`src/hw/rtl/jap_pkg.sv`:
```
// Shared types, widths and constants for the joystick correction pipeline.
package jap_pkg;

   // fixed datapath widths
   localparam int COEF_W       = 32;
   localparam int XS_W         = 32;
   localparam int SQ_W         = 64;
   localparam int R_W          = 32;
   localparam int CX_W         = 35;
   localparam int Z_W          = 26;
   localparam int OUT_W        = 16;
   localparam int QUO_BITS     = 15;
   localparam int DIV_W        = 47;
   localparam int SQRT_STAGES  = 32;
   localparam int ATAN_ENTRIES = 24;
   localparam int ATAN_W       = 22;
   localparam int REG_INDEX_W  = 3;
   localparam int CSR_DATA_W   = 32;

   // rounding and scaling constants
   localparam int ROUND_SHIFT  = 14;
   localparam int ROUND_BIAS   = 8192;
   localparam int UNIT_SHIFT   = 14;
   localparam int DIR_SHIFT    = 8;
   localparam int DIR_BIAS     = 128;
   localparam int SQ_BIT_TOP   = 62;
   localparam longint XS_LIMIT = 64'sd2147483647;
   localparam logic [SQ_W-1:0] UNIT_SQ = 64'h0000_0001_0000_0000;
   localparam logic signed [Z_W-1:0] QUARTER_TURN = 26'sd4194304;
   localparam logic [OUT_W-1:0] MAG_ONE = 16'd32768;
   localparam logic signed [COEF_W-1:0] COEF_DIAG_RESET = 32'sd524288;

   // arctangent of 2^-i in units of pi/2^23
   localparam logic [ATAN_W-1:0] ATAN_TAB [ATAN_ENTRIES] = '{
      22'd2097152, 22'd1238021, 22'd654136, 22'd332050, 22'd166669, 22'd83416,
      22'd41718,   22'd20860,   22'd10430,  22'd5215,   22'd2608,   22'd1304,
      22'd652,     22'd326,     22'd163,    22'd81,     22'd41,     22'd20,
      22'd10,      22'd5,       22'd3,      22'd1,      22'd1,      22'd0
   };

   typedef enum logic [REG_INDEX_W-1:0] {
      REG_CENTER_X = 3'd0,
      REG_CENTER_Y = 3'd1,
      REG_COEF_XX  = 3'd2,
      REG_COEF_XY  = 3'd3,
      REG_COEF_YX  = 3'd4,
      REG_COEF_YY  = 3'd5
   } reg_index_type;

   typedef struct packed {
      logic [REG_INDEX_W-1:0] index;
      logic [CSR_DATA_W-1:0]  value;
   } csr_word_type;

   typedef struct packed {
      logic signed [OUT_W-1:0] pos_x;
      logic signed [OUT_W-1:0] pos_y;
      logic [OUT_W-1:0]        magnitude;
      logic signed [OUT_W-1:0] direction;
      logic                    clamped;
   } rsp_word_type;

   typedef struct packed {
      logic signed [COEF_W-1:0] xx;
      logic signed [COEF_W-1:0] xy;
      logic signed [COEF_W-1:0] yx;
      logic signed [COEF_W-1:0] yy;
   } coef_type;

   // corrected vector, Q.16
   typedef struct packed {
      logic signed [XS_W-1:0] xs;
      logic signed [XS_W-1:0] ys;
   } xy_type;

   // radius and angle results handed to the scaler
   typedef struct packed {
      logic signed [XS_W-1:0] xs;
      logic signed [XS_W-1:0] ys;
      logic [R_W-1:0]         r;
      logic signed [Z_W-1:0]  z;
      logic                   clamped;
      logic                   zero;
   } polar_type;

endpackage

```
`src/hw/rtl/jap_intf.sv`:
```


interface jap_csr_if;
   import jap_pkg::*;
   logic         valid;
   logic         ready;
   csr_word_type data;
   modport source (output valid, output data, input ready);
   modport sink (input valid, input data, output ready);
endinterface

```
`src/hw/rtl/jap_csr.sv`:
```
// Configuration registers: center point and correction matrix.
module jap_csr #(
   parameter int ADC_BITS = 12
) (
   input  logic                clock,
   input  logic                reset,
   jap_csr_if.sink             csr_if,
   output logic [ADC_BITS-1:0] center_x,
   output logic [ADC_BITS-1:0] center_y,
   output jap_pkg::coef_type   coef
);
   import jap_pkg::*;

   localparam logic [ADC_BITS-1:0] CENTER_RESET = {1'b1, {(ADC_BITS-1){1'b0}}};

   logic [ADC_BITS-1:0] center_x_ff;
   logic [ADC_BITS-1:0] center_y_ff;
   coef_type            coef_ff;

   // always take a write word
   assign csr_if.ready = 1'b1;

   // decode the index, drop writes beyond the register list
   always_ff @(posedge clock) begin
      if (reset) begin
         center_x_ff <= CENTER_RESET;
         center_y_ff <= CENTER_RESET;
         coef_ff.xx  <= COEF_DIAG_RESET;
         coef_ff.xy  <= '0;
         coef_ff.yx  <= '0;
         coef_ff.yy  <= COEF_DIAG_RESET;
      end else if (csr_if.valid) begin
         case (reg_index_type'(csr_if.data.index))
            REG_CENTER_X: center_x_ff <= csr_if.data.value[ADC_BITS-1:0];
            REG_CENTER_Y: center_y_ff <= csr_if.data.value[ADC_BITS-1:0];
            REG_COEF_XX:  coef_ff.xx  <= $signed(csr_if.data.value);
            REG_COEF_XY:  coef_ff.xy  <= $signed(csr_if.data.value);
            REG_COEF_YX:  coef_ff.yx  <= $signed(csr_if.data.value);
            REG_COEF_YY:  coef_ff.yy  <= $signed(csr_if.data.value);
            default: ;
         endcase
      end
   end

   assign center_x = center_x_ff;
   assign center_y = center_y_ff;
   assign coef     = coef_ff;

endmodule

```
`src/flat_wrapper.sv`:
```
// flat-port wrapper written by rule: the top's interface ports become plain ports
module jap_csr_flat import jap_pkg::*;
#(
   parameter int ADC_BITS = 12
)
  (clock, reset, center_x, center_y, coef, csr_if_valid, csr_if_data, csr_if_ready);
  jap_csr_if csr_if_i ();
  input  logic clock;
  input  logic reset;
  output logic [ADC_BITS-1:0] center_x;
  output logic [ADC_BITS-1:0] center_y;
  output jap_pkg::coef_type coef;
  input wire logic [$bits(csr_if_i.valid)-1:0] csr_if_valid;
  input wire logic [$bits(csr_if_i.data)-1:0] csr_if_data;
  output wire logic [$bits(csr_if_i.ready)-1:0] csr_if_ready;
  assign csr_if_i.valid = csr_if_valid;
  assign csr_if_i.data = csr_if_data;
  assign csr_if_ready = csr_if_i.ready;
  jap_csr #(.ADC_BITS(ADC_BITS)) u_core (.clock(clock), .reset(reset), .csr_if(csr_if_i), .center_x(center_x), .center_y(center_y), .coef(coef));
endmodule
```
`config.mk`:
```
export PLATFORM = sky130hd
export DESIGN_NAME = jap_csr_flat
export DESIGN_NICKNAME = d
export VERILOG_FILES = /design/src/hw/rtl/jap_pkg.sv /design/src/hw/rtl/jap_intf.sv /design/src/hw/rtl/jap_csr.sv /design/src/flat_wrapper.sv
export SDC_FILE = /design/constraint.sdc
export NUM_CORES = 1
export LEC_CHECK = 0
export BUFFER_PORTS_ARGS = -buffer_cell sky130_fd_sc_hd__buf_2
export CORE_MARGIN = 4
export CORE_UTILIZATION = 50
export DETAILED_ROUTE_END_ITERATION = 10
export PLACE_DENSITY_LB_ADDON = 0.05
export SYNTH_ARGS = -nofsm -noshare
export SYNTH_HDL_FRONTEND = slang
export SYNTH_SLANG_ARGS = --single-unit
```
`constraint.sdc`:
```
create_clock -name clock -period 1.6 [get_ports clock]
set_input_delay 0.4 -clock clock [delete_from_list [all_inputs] [get_ports clock]]
set_output_delay 0.4 -clock clock [all_outputs]
set_load 0.02 [all_outputs]
```
==> metrics.cfg <==
[outcome]
outcome = finished clean

[power]
p_leak_uw = 0.004122
combinationalPowerShare_pct = 8.2
swShare_pct = 22.26
p_switching_uw = 1821
powerDensity_mw_per_mm2 = 1055
p_int_uw = 6362
power_uw = 8183
ir_drop_mv = 0.6490
pwr-share-seq_pct = 47.8
pwr-share-clk_pct = 44.0

[route]
final_antenna_net_count = 0
first_iter_violations = 195
dr.pass1.iters = 4
vias_per_cell = 4.980
drc = 0
wl_per_cell_um = 16.58
drt-total-wl_mm = 14.66
vias = 4402

[yosys]
syn_area_mm2 = 0.005966
synth_top_cell_by_area = dfxtp_1
netlist_instances = 537
yosysWarnings = 0
yosysTopAreaCellShare_pct = 51.01
syn_avg_cell_area_um2 = 11.11
synth_cell_types = 15
yosysSeqAreaShare_pct = 51.01
syn_nets = 575
ys_top_cells_by_area = dfxtp_1 (51%), mux2i_1 (26%), nand2b_1 (19%), clkbuf_1 (1.4%), buf_2 (1.2%)
synth-seq-cells = 152

[die]
die_area_mm2 = 0.01374
dieWidth_um = 117.2
core_mm2 = 0.01156
initial_utilization_pct = 51.58
ios = 191
rows = 39
die_height_um = 117.2

[place]
io_buffers = 189
gp_congestion = 0.8713
dpl_worst_slack_ns = -0.02286
dp_hpwl_mm = 10.51

[critical_path]
r2r-start = u_core.coef[107]
endpoint_kind = output port
reg2reg_to = u_core.coef[107]
required_ns = 1.20
crit_family = flip-flops
crit_buf_inv = 1
crit_slowest_cell = dfxtp_1
crit_chain = buf_2
worstPathArrival_ns = 0.95
crit_path_start_kind = flip-flop
slowest_delay_ns = 0.36
cp_max_fo = 2
rr_worst_depth = 2
ff2ff_setup_slack_ns = 0.97
crit_type = reg2out

[clock_tree]
worstSkewPairLatency_ns = 0.41
htreeDepth = 4
cts_hold_buf = 0
ctsResizeCount = 0
clk_pin_slew_ns = 0.05
clkSinkCount = 152
clockBufferDepth = 2
post-cts-setup-buffers = 0
cts_root_buf = clkbuf_16
cts_tree = built
cts_buffers = 17

[sta]
postLayoutSetupSlackWorst_ns = 0.2527
skew_ns = 0
rsz0062_at_grt = false
slew_viol_final = 0
hold_violations = 0
fin_crit_ns = 1.347
setup-tns-final_ns = 0
clock.fmax_mhz = 742.2
setup_viol = 0
fin_crit_sh_pct = 84.20

[cells_and_area]
layout-drive-gt1-share_pct = 32.25
layout_commonest_cell = buf_2
fill_cells = 938
multi_input_area_mm2 = 0.002780
nNetsFinal = 768
syn_to_final_growth_pct = 29.99
layout.area.seq_mm2 = 0.003043
antenna_cells = 0
final_cell_mix = buf_2 (188), nand2b_1 (180), mux2i_1 (152), dfxtp_1 (152)

[global_routing]
use_met3_pct = 7.404
grt_use_total_pct = 21.73
grt.busiest_layer = met2
use_met2_pct = 34.46
grt_first_pass_wirelength_mm = 22.67
grtUsageMet1_pct = 27.45
grt_max_degree = 69
grt.overflow.total = 0
grt_pass1_vias = 4347
antenna_found_initial = 0

[worst_hold_path]
hold_path_end = u_core.coef[19]
hold_class = in2reg
hold_path_startpoint = csr_if_data[19]
hold_depth = 3

[job]
drv_cap = 0

==> routing by layer <==
metal / vias up / wire, um
met5: - / 0
met4: 0 / 193
met3: 19 / 1005
met2: 130 / 7026
met1: 2093 / 6434
li1: 2160 / -
==> cells by family (layout without fill, tap and decap cells) <==
logic type	Yosys count	after routing	share of synthesized area, %
and+or+nand+nor	193	193	20.47
other	1	1	0.06286
DFF	152	152	51.01
muxes	152	152	25.50
buffers and inverters	39	243	2.957
==> cell usage after synthesis, drive strengths merged <==
cell type  instances
nand2b           180
dfxtp            152
mux2i            152
clkbuf            23
buf               16
nor2               6
nand4bb            3
and4b              1
conb               1
nand4b             1
nor4bb             1
or4b               1
==> flip-flops by register name, indices dropped and copies added (netlist names) <==
name             count
u_core.center_y     12
u_core.coef        128
u_core.center_x     12
==> worst max-delay path by stage <==
| stage | from | to | slack, ns | cells past startpoint |
|---|---|---|---|---|
| 2_1_floorplan | csr_if_data[33] | u_core.center_x[10] | 0.17 | 4 |
| 3_3_place_gp | csr_if_data[33] | u_core.center_x[8] | 0.003 | 4 |
| 3_5_place_dp | csr_if_data[33] | u_core.center_x[9] | -0.02 | 4 |
| 4_1_cts | u_core.center_x[6] | center_x[6] | 0.22 | 1 |
| 5_1_grt | u_core.coef[102] | coef[102] | 0.20 | 1 |
| 6_report | u_core.center_x[6] | center_x[6] | 0.25 | 1 |
==> cell type report <==
cell class | instances | area share [%]
Clock inverter | 4 | 0.5808
Multi-Input combinational cell | 346 | 35.85
Tap cell | 143 | 2.307
Clock buffer | 26 | 6.179
Timing Repair Buffer | 213 | 15.84
Sequential cell | 152 | 39.24
==> power by group through the flow <==
stage	Sequential [uW]	Clock [uW]	Combinational [uW]
CTS	3920	3670	675
global placement	3990	0	662
detailed placement	4000	0	673
floorplan	4100	0	305
finish	3910	3600	668
global route	3920	3850	720
==> through the flow <==
step	instances	util [%]	hold WS (ns)	instance area, um^2
floorplan	537	-	0.5460	5966
global route	884	67.06	0.2906	7755
CTS	884	67.06	0.2615	7755
detailed placement	854	62.52	0.4587	7231
global placement	854	62.52	0.4543	7231
finish	884	67.06	0.2780	7755
==> worst reg2reg max path, stage by stage, from the launching register on <==
cell and delay, ns:
dfxtp_1 0.33, nand2b_1 0.07, mux2i_1 0.15
Power figures use the tool's default switching activity.
