**src/hw/rtl/jap_pkg.sv**
```systemverilog
// Shared types, widths and constants for the joystick correction pipeline.
package jap_pkg;

   // fixed datapath widths
   localparam int COEF_W       = 32;
   localparam int XS_W         = 32;
   localparam int SQ_W         = 64;
   localparam int R_W          = 32;
   localparam int CX_W         = 35;
   localparam int Z_W          = 26;
   localparam int OUT_W        = 16;
   localparam int QUO_BITS     = 15;
   localparam int DIV_W        = 47;
   localparam int SQRT_STAGES  = 32;
   localparam int ATAN_ENTRIES = 24;
   localparam int ATAN_W       = 22;
   localparam int REG_INDEX_W  = 3;
   localparam int CSR_DATA_W   = 32;

   // rounding and scaling constants
   localparam int ROUND_SHIFT  = 14;
   localparam int ROUND_BIAS   = 8192;
   localparam int UNIT_SHIFT   = 14;
   localparam int DIR_SHIFT    = 8;
   localparam int DIR_BIAS     = 128;
   localparam int SQ_BIT_TOP   = 62;
   localparam longint XS_LIMIT = 64'sd2147483647;
   localparam logic [SQ_W-1:0] UNIT_SQ = 64'h0000_0001_0000_0000;
   localparam logic signed [Z_W-1:0] QUARTER_TURN = 26'sd4194304;
   localparam logic [OUT_W-1:0] MAG_ONE = 16'd32768;
   localparam logic signed [COEF_W-1:0] COEF_DIAG_RESET = 32'sd524288;

   // arctangent of 2^-i in units of pi/2^23
   localparam logic [ATAN_W-1:0] ATAN_TAB [ATAN_ENTRIES] = '{
      22'd2097152, 22'd1238021, 22'd654136, 22'd332050, 22'd166669, 22'd83416,
      22'd41718,   22'd20860,   22'd10430,  22'd5215,   22'd2608,   22'd1304,
      22'd652,     22'd326,     22'd163,    22'd81,     22'd41,     22'd20,
      22'd10,      22'd5,       22'd3,      22'd1,      22'd1,      22'd0
   };

   typedef enum logic [REG_INDEX_W-1:0] {
      REG_CENTER_X = 3'd0,
      REG_CENTER_Y = 3'd1,
      REG_COEF_XX  = 3'd2,
      REG_COEF_XY  = 3'd3,
      REG_COEF_YX  = 3'd4,
      REG_COEF_YY  = 3'd5
   } reg_index_type;

   typedef struct packed {
      logic [REG_INDEX_W-1:0] index;
      logic [CSR_DATA_W-1:0]  value;
   } csr_word_type;

   typedef struct packed {
      logic signed [OUT_W-1:0] pos_x;
      logic signed [OUT_W-1:0] pos_y;
      logic [OUT_W-1:0]        magnitude;
      logic signed [OUT_W-1:0] direction;
      logic                    clamped;
   } rsp_word_type;

   typedef struct packed {
      logic signed [COEF_W-1:0] xx;
      logic signed [COEF_W-1:0] xy;
      logic signed [COEF_W-1:0] yx;
      logic signed [COEF_W-1:0] yy;
   } coef_type;

   // corrected vector, Q.16
   typedef struct packed {
      logic signed [XS_W-1:0] xs;
      logic signed [XS_W-1:0] ys;
   } xy_type;

   // radius and angle results handed to the scaler
   typedef struct packed {
      logic signed [XS_W-1:0] xs;
      logic signed [XS_W-1:0] ys;
      logic [R_W-1:0]         r;
      logic signed [Z_W-1:0]  z;
      logic                   clamped;
      logic                   zero;
   } polar_type;

endpackage

```
**src/hw/rtl/jap_affine.sv**
```systemverilog
// Center subtract, 2x2 matrix multiply, round and saturate to Q.16.
module jap_affine #(
   parameter int ADC_BITS = 12
) (
   input  logic                clock,
   input  logic                reset,
   input  logic                adv,
   input  logic                in_valid,
   input  logic [ADC_BITS-1:0] raw_x,
   input  logic [ADC_BITS-1:0] raw_y,
   input  logic [ADC_BITS-1:0] center_x,
   input  logic [ADC_BITS-1:0] center_y,
   input  jap_pkg::coef_type   coef,
   output logic                out_valid,
   output jap_pkg::xy_type     out_word
);
   import jap_pkg::*;

   localparam int D_W    = ADC_BITS + 1;
   localparam int PROD_W = COEF_W + D_W;
   localparam int SUM_W  = PROD_W + 1;
   localparam int STAGES = 4;
   localparam logic signed [SUM_W-1:0] LIM_POS = SUM_W'(XS_LIMIT);
   localparam logic signed [SUM_W-1:0] LIM_NEG = -LIM_POS;
   localparam logic signed [SUM_W-1:0] RND     = SUM_W'(ROUND_BIAS);

   logic [STAGES-1:0]        v_ff;
   logic signed [D_W-1:0]    dx_ff, dy_ff;
   logic signed [PROD_W-1:0] pxx_ff, pxy_ff, pyx_ff, pyy_ff;
   logic signed [SUM_W-1:0]  ax_ff, ay_ff;
   xy_type                   xy_ff;

   function automatic logic signed [XS_W-1:0] round_sat(input logic signed [SUM_W-1:0] a);
      logic signed [SUM_W-1:0] t;
      t = (a + RND) >>> ROUND_SHIFT;
      if (t > LIM_POS)
         t = LIM_POS;
      else if (t < LIM_NEG)
         t = LIM_NEG;
      return t[XS_W-1:0];
   endfunction

   // advance valid bits with the data
   always_ff @(posedge clock) begin
      if (reset) begin
         v_ff <= '0;
      end else if (adv) begin
         v_ff <= {v_ff[STAGES-2:0], in_valid};
      end
   end

   // offsets, products, sums, rounding
   always_ff @(posedge clock) begin
      if (adv) begin
         dx_ff  <= $signed({1'b0, raw_x}) - $signed({1'b0, center_x});
         dy_ff  <= $signed({1'b0, raw_y}) - $signed({1'b0, center_y});
         pxx_ff <= PROD_W'(coef.xx) * PROD_W'(dx_ff);
         pxy_ff <= PROD_W'(coef.xy) * PROD_W'(dy_ff);
         pyx_ff <= PROD_W'(coef.yx) * PROD_W'(dx_ff);
         pyy_ff <= PROD_W'(coef.yy) * PROD_W'(dy_ff);
         ax_ff  <= SUM_W'(pxx_ff) + SUM_W'(pxy_ff);
         ay_ff  <= SUM_W'(pyx_ff) + SUM_W'(pyy_ff);
         xy_ff.xs <= round_sat(ax_ff);
         xy_ff.ys <= round_sat(ay_ff);
      end
   end

   assign out_valid = v_ff[STAGES-1];
   assign out_word  = xy_ff;

endmodule

```
**config.mk**
```make
export PLATFORM = sky130hd
export DESIGN_NAME = jap_affine
export DESIGN_NICKNAME = d
export VERILOG_FILES = /design/src/hw/rtl/jap_pkg.sv /design/src/hw/rtl/jap_affine.sv
export SDC_FILE = /design/constraint.sdc
export NUM_CORES = 2
export LEC_CHECK = 0
export BUFFER_PORTS_ARGS = -buffer_cell sky130_fd_sc_hd__buf_2
export CAP_MARGIN = 20
export CORE_MARGIN = 2
export CORE_UTILIZATION = 25
export DETAILED_ROUTE_END_ITERATION = 16
export SYNTH_ARGS = -nofsm -noshare
export SYNTH_HDL_FRONTEND = slang
export SYNTH_SLANG_ARGS = --single-unit
```
**constraint.sdc**
```tcl
create_clock -name clock -period 9.1 [get_ports clock]
set_clock_uncertainty 0.1 [all_clocks]
set_input_delay 0.455 -clock clock [delete_from_list [all_inputs] [get_ports clock]]
set_output_delay 0.455 -clock clock [all_outputs]
set_load 0.005 [all_outputs]
```
==> summary.md <==
| Metric | Value |
|---|---|
| Status | finished clean |
| Vias per cell | 4.45 |
| Post-DP HPWL | 145 mm |
| H-tree depth | 2 |
| CP Max Fanout | 40 |
| Clock Latency Late Sink | 0.64 ns |
| Final hold violations | 0 |
| Fillers | 30.0k |
| Slew margin rel. | 20.2% |
| Slowest-stage cell, CP | edfxtp_1 |
| Post-synth EDFFs | 336 |
| Port Buffers | 244 |
| Simple-gate share of the synthesized area | 15.5% |
| Die W | 536 um |
| All-Layer GR Usage | 12.5% |
| Row cnt | 195 |
| Synthesized area | 70800 sq um |
| Top cells by area, synth | fa_1 (42%), edfxtp_1 (14%), ha_1 (9.5%), inv_1 (6.7%), and2_1 (5.8%) |
| Post-Synth XOR/XNOR Area | 3.77% |
| Worst slew pin tran | 1.19 ns |
| Mux share of post-synthesis cell area | 0.0848% |
| Worst path max stage delay | 0.73 ns |
| Placed inst area | 76000 sq um |
| Kind of critical path | register to register |
| Routability cong. | 0.835 |
| Ys flop type | edfxtp_1 |
| Num CTS Buffers | 42 |
| Total number of vias | 49.2k |
| Clock slew at reported path FFs | 0.05 ns |
| Post-Syn Area per Cell | 9.76 sq um |
| Levels on crit path | 22 |
| DRT Pass-1 Iters | 5 |
| Initial antenna violation count | 81 |
| Die Span Y | 536 um |
| Fin crit share | 84.6% |
| Final setup vio count | 0 |
| Syn-to-layout area delta | 9.50% |
| Main combinational cell family by area after synthesis | adder cells |
| Area leader, netlist | fa_1 |
| Ports | 245 |
| Cell family with most CP delay | adder cells |
| WL/cell | 15.9 um |
| Post-CTS Repair Setup Buffers | 0 |
| CTS tree | yes |
| Register area share after synthesis | 14.4% |
| Clk sinks | 340 |
| Synth unique cells | 82 |
| Compound-Gate Fraction of Synth Area | 6.18% |
| Die area | 287000 sq um |
| Clock root cell | clkbuf_16 |
| DR iter-0 viols | 2784 |
| Worst Path Buf+Inv | 3 |
| Total wire length | 176 mm |
| Fin area | 77500 sq um |
| Slew Limit Fails | 0 |
| Max-cap violations | 0 |
| Ys Warns | 0 |
| Clk buf depth | 3 |
| Metal-1 WL | 74.1 mm |
| Fmax achieved | 0.130 GHz |
| #FFs+latches synth | 340 |
| Mapped Cells | 7252 |
| Initial core utilization | 25.1% |
| Arr. time, crit path | 7.98 ns |
| Met3 wire len | 9.95 mm |
| Hold depth | 3 |
| Worst endpoint required time | 9.38 ns |
| Share of post-route cells with drive strength above 1 | 5.73% |
| GR Overflow Total | 0 |
| CP Launch Type | register |
| Largest net degree at the start of global routing | 122 |
| Worst path cell trace | buf_4, and2_1, fa_1, inv_1, fa_1, inv_1, fa_1, fa_1, fa_1, ha_1, ha_1, a21oi_1, nor2b_1, o21ai_0, nand2b_1, nor4b_1, nor4_1, o41ai_1, a2111oi_0, a211oi_1, o21ai_1, xor2_1 |
| Area of the core | 282000 sq um |
| Layout Nets | 9464 |
| Setup TNS | 0 ns |
| RSZ-0062 raised after global routing | no |
| Post-route minimum period | 7.70 ns |
| Top Layer Used | met5 |
| Critical Path Sink Type | register |
| Vias in the first global route | 51.7k |
| Top-area cell type share of the netlist area | 42.0% |
| Post-Syn Nets | 9454 |
| # DRC | 0 |
| Hold Path Class | input pin to register |
| ANT nets after route | 0 |
| Synth Area in Adders | 51.5% |
| Most used cell, CP | fa_1 |
| FF-to-FF path depth | 22 |
| Ys async rst share | 0% |
| Metal2 WL | 86.8 mm |
| First-pass GRT wire length | 284 mm |
-- cell usage in the layout (no fill, tap or decap), types with 8 or more instances in the layout --
cell type	Yosys	final
fa_1	1486	1486
inv_1	1270	1269
nand2_1	1016	1016
and2_1	654	654
ha_1	536	536
edfxtp_1	336	336
nor2_1	313	313
buf_2	2	243
xnor2_1	203	203
a21oi_1	190	190
o21ai_0	113	113
a21o_1	111	111
xor2_1	102	102
nand3_1	84	84
buf_4	0	55
nand2b_1	46	46
clkbuf_16	0	42
nor2b_1	41	41
nor3_1	35	35
and3_1	33	33
o21bai_1	33	33
nand4_1	29	29
o21a_1	29	29
a211oi_1	26	26
a31oi_1	17	17
a21boi_0	17	17
or2_2	12	12
diode_2	0	10
o21ai_1	10	10
o31ai_1	9	9
nor4_1	9	9
or3_1	9	9
buf_12	0	9
a211o_1	8	8
-- cell families (layout without fill, tap and decap cells) --
kind of cell    Yosys count  in the layout
buf+inv                1616           1658
other cells               0             10
fa+ha+maj              2022           2022
flops                   340            340
mux                       6              6
simple gates           2303           2303
xor+xnor                305            305
compound gates          660            660
-- final timing paths --
path,from,end,slack [ns]
hold reg to reg,v_ff[0]$_SDFFE_PP0P_,v_ff[1]$_SDFFE_PP0P_,0.40
hold / removal,raw_x[11],dx_ff[12]$_DFFE_PP_,0.15
setup reg to reg,dy_ff[2]$_DFFE_PP_,pyy_ff[43]$_DFFE_PP_,1.40
setup / recovery,dy_ff[2]$_DFFE_PP_,pyy_ff[43]$_DFFE_PP_,1.40
-- cell type report --
cell class / instances / area [sq um] / area share, %
clock inverters: 30 / 390 / 0.504
repair buffers: 311 / 1860 / 2.39
flip-flops and latches: 340 / 10200 / 13.1
multi-input cells: 5296 / 54500 / 70.4
well taps: 3743 / 4680 / 6.04
inverters: 1271 / 4770 / 6.16
diodes: 10 / 25.0 / 0.0323
clock buffers: 46 / 1070 / 1.38
-- layer usage --
layer	GRT usage [%]	up-vias
li1	-	22400
met1	16.2	25200
met2	21.8	1234
met3	1.88	321
met4	3.11	30
met5	0	-
-- state kept, by name (all words and copies together) (netlist names) --
register,cells
ax_ff,33
ay_ff,33
dx_ff,13
dy_ff,13
out_word,64
pxx_ff,45
pxy_ff,45
pyx_ff,45
pyy_ff,45
v_ff,4
-- synth_stat cells (all sizes together), types with 5 or more instances --
| master | instances |
|---|---|
| a2111oi | 8 |
| a211o | 8 |
| a211oi | 29 |
| a21boi | 18 |
| a21o | 111 |
| a21oi | 193 |
| a221oi | 5 |
| a311oi | 5 |
| a31o | 8 |
| a31oi | 18 |
| a41oi | 5 |
| and2 | 654 |
| and3 | 33 |
| and4 | 7 |
| clkbuf | 343 |
| edfxtp | 336 |
| fa | 1486 |
| ha | 536 |
| inv | 1270 |
| mux2i | 6 |
| nand2 | 1016 |
| nand2b | 46 |
| nand3 | 84 |
| nand4 | 29 |
| nor2 | 313 |
| nor2b | 41 |
| nor3 | 36 |
| nor4 | 9 |
| nor4b | 5 |
| o2111ai | 6 |
| o211ai | 7 |
| o21a | 29 |
| o21ai | 123 |
| o21bai | 33 |
| o22ai | 7 |
| o31a | 8 |
| o31ai | 10 |
| o41ai | 5 |
| or2 | 13 |
| or3 | 9 |
| xnor2 | 203 |
| xor2 | 102 |
-- tightest hold or removal path, stage by stage --
cell and delay, ns:
buf_2 0.08, ha_1 0.13, a21oi_1 0.04
-- metrics by stage --
stage	hold slack (ns)	setup slack [ns]	util (%)	cells
3_5_place_dp	0.393	1.39	26.9	11000
3_3_place_gp	0.376	1.58	26.9	11000
5_1_grt	0.131	0.909	27.5	11000
2_1_floorplan	0.360	2.40	-	7252
6_report	0.150	1.40	27.5	11000
4_1_cts	0.107	1.39	27.5	11000
-- repair_timing --
action / in CTS / in global routing
hold endpoints to repair: 4 / 0
hold buffers: 2 / 0
gates resized for setup: 0 / 0
Power is not shown: default switching activity piles up to over one toggle a cycle in this logic, so the estimate is an artifact.
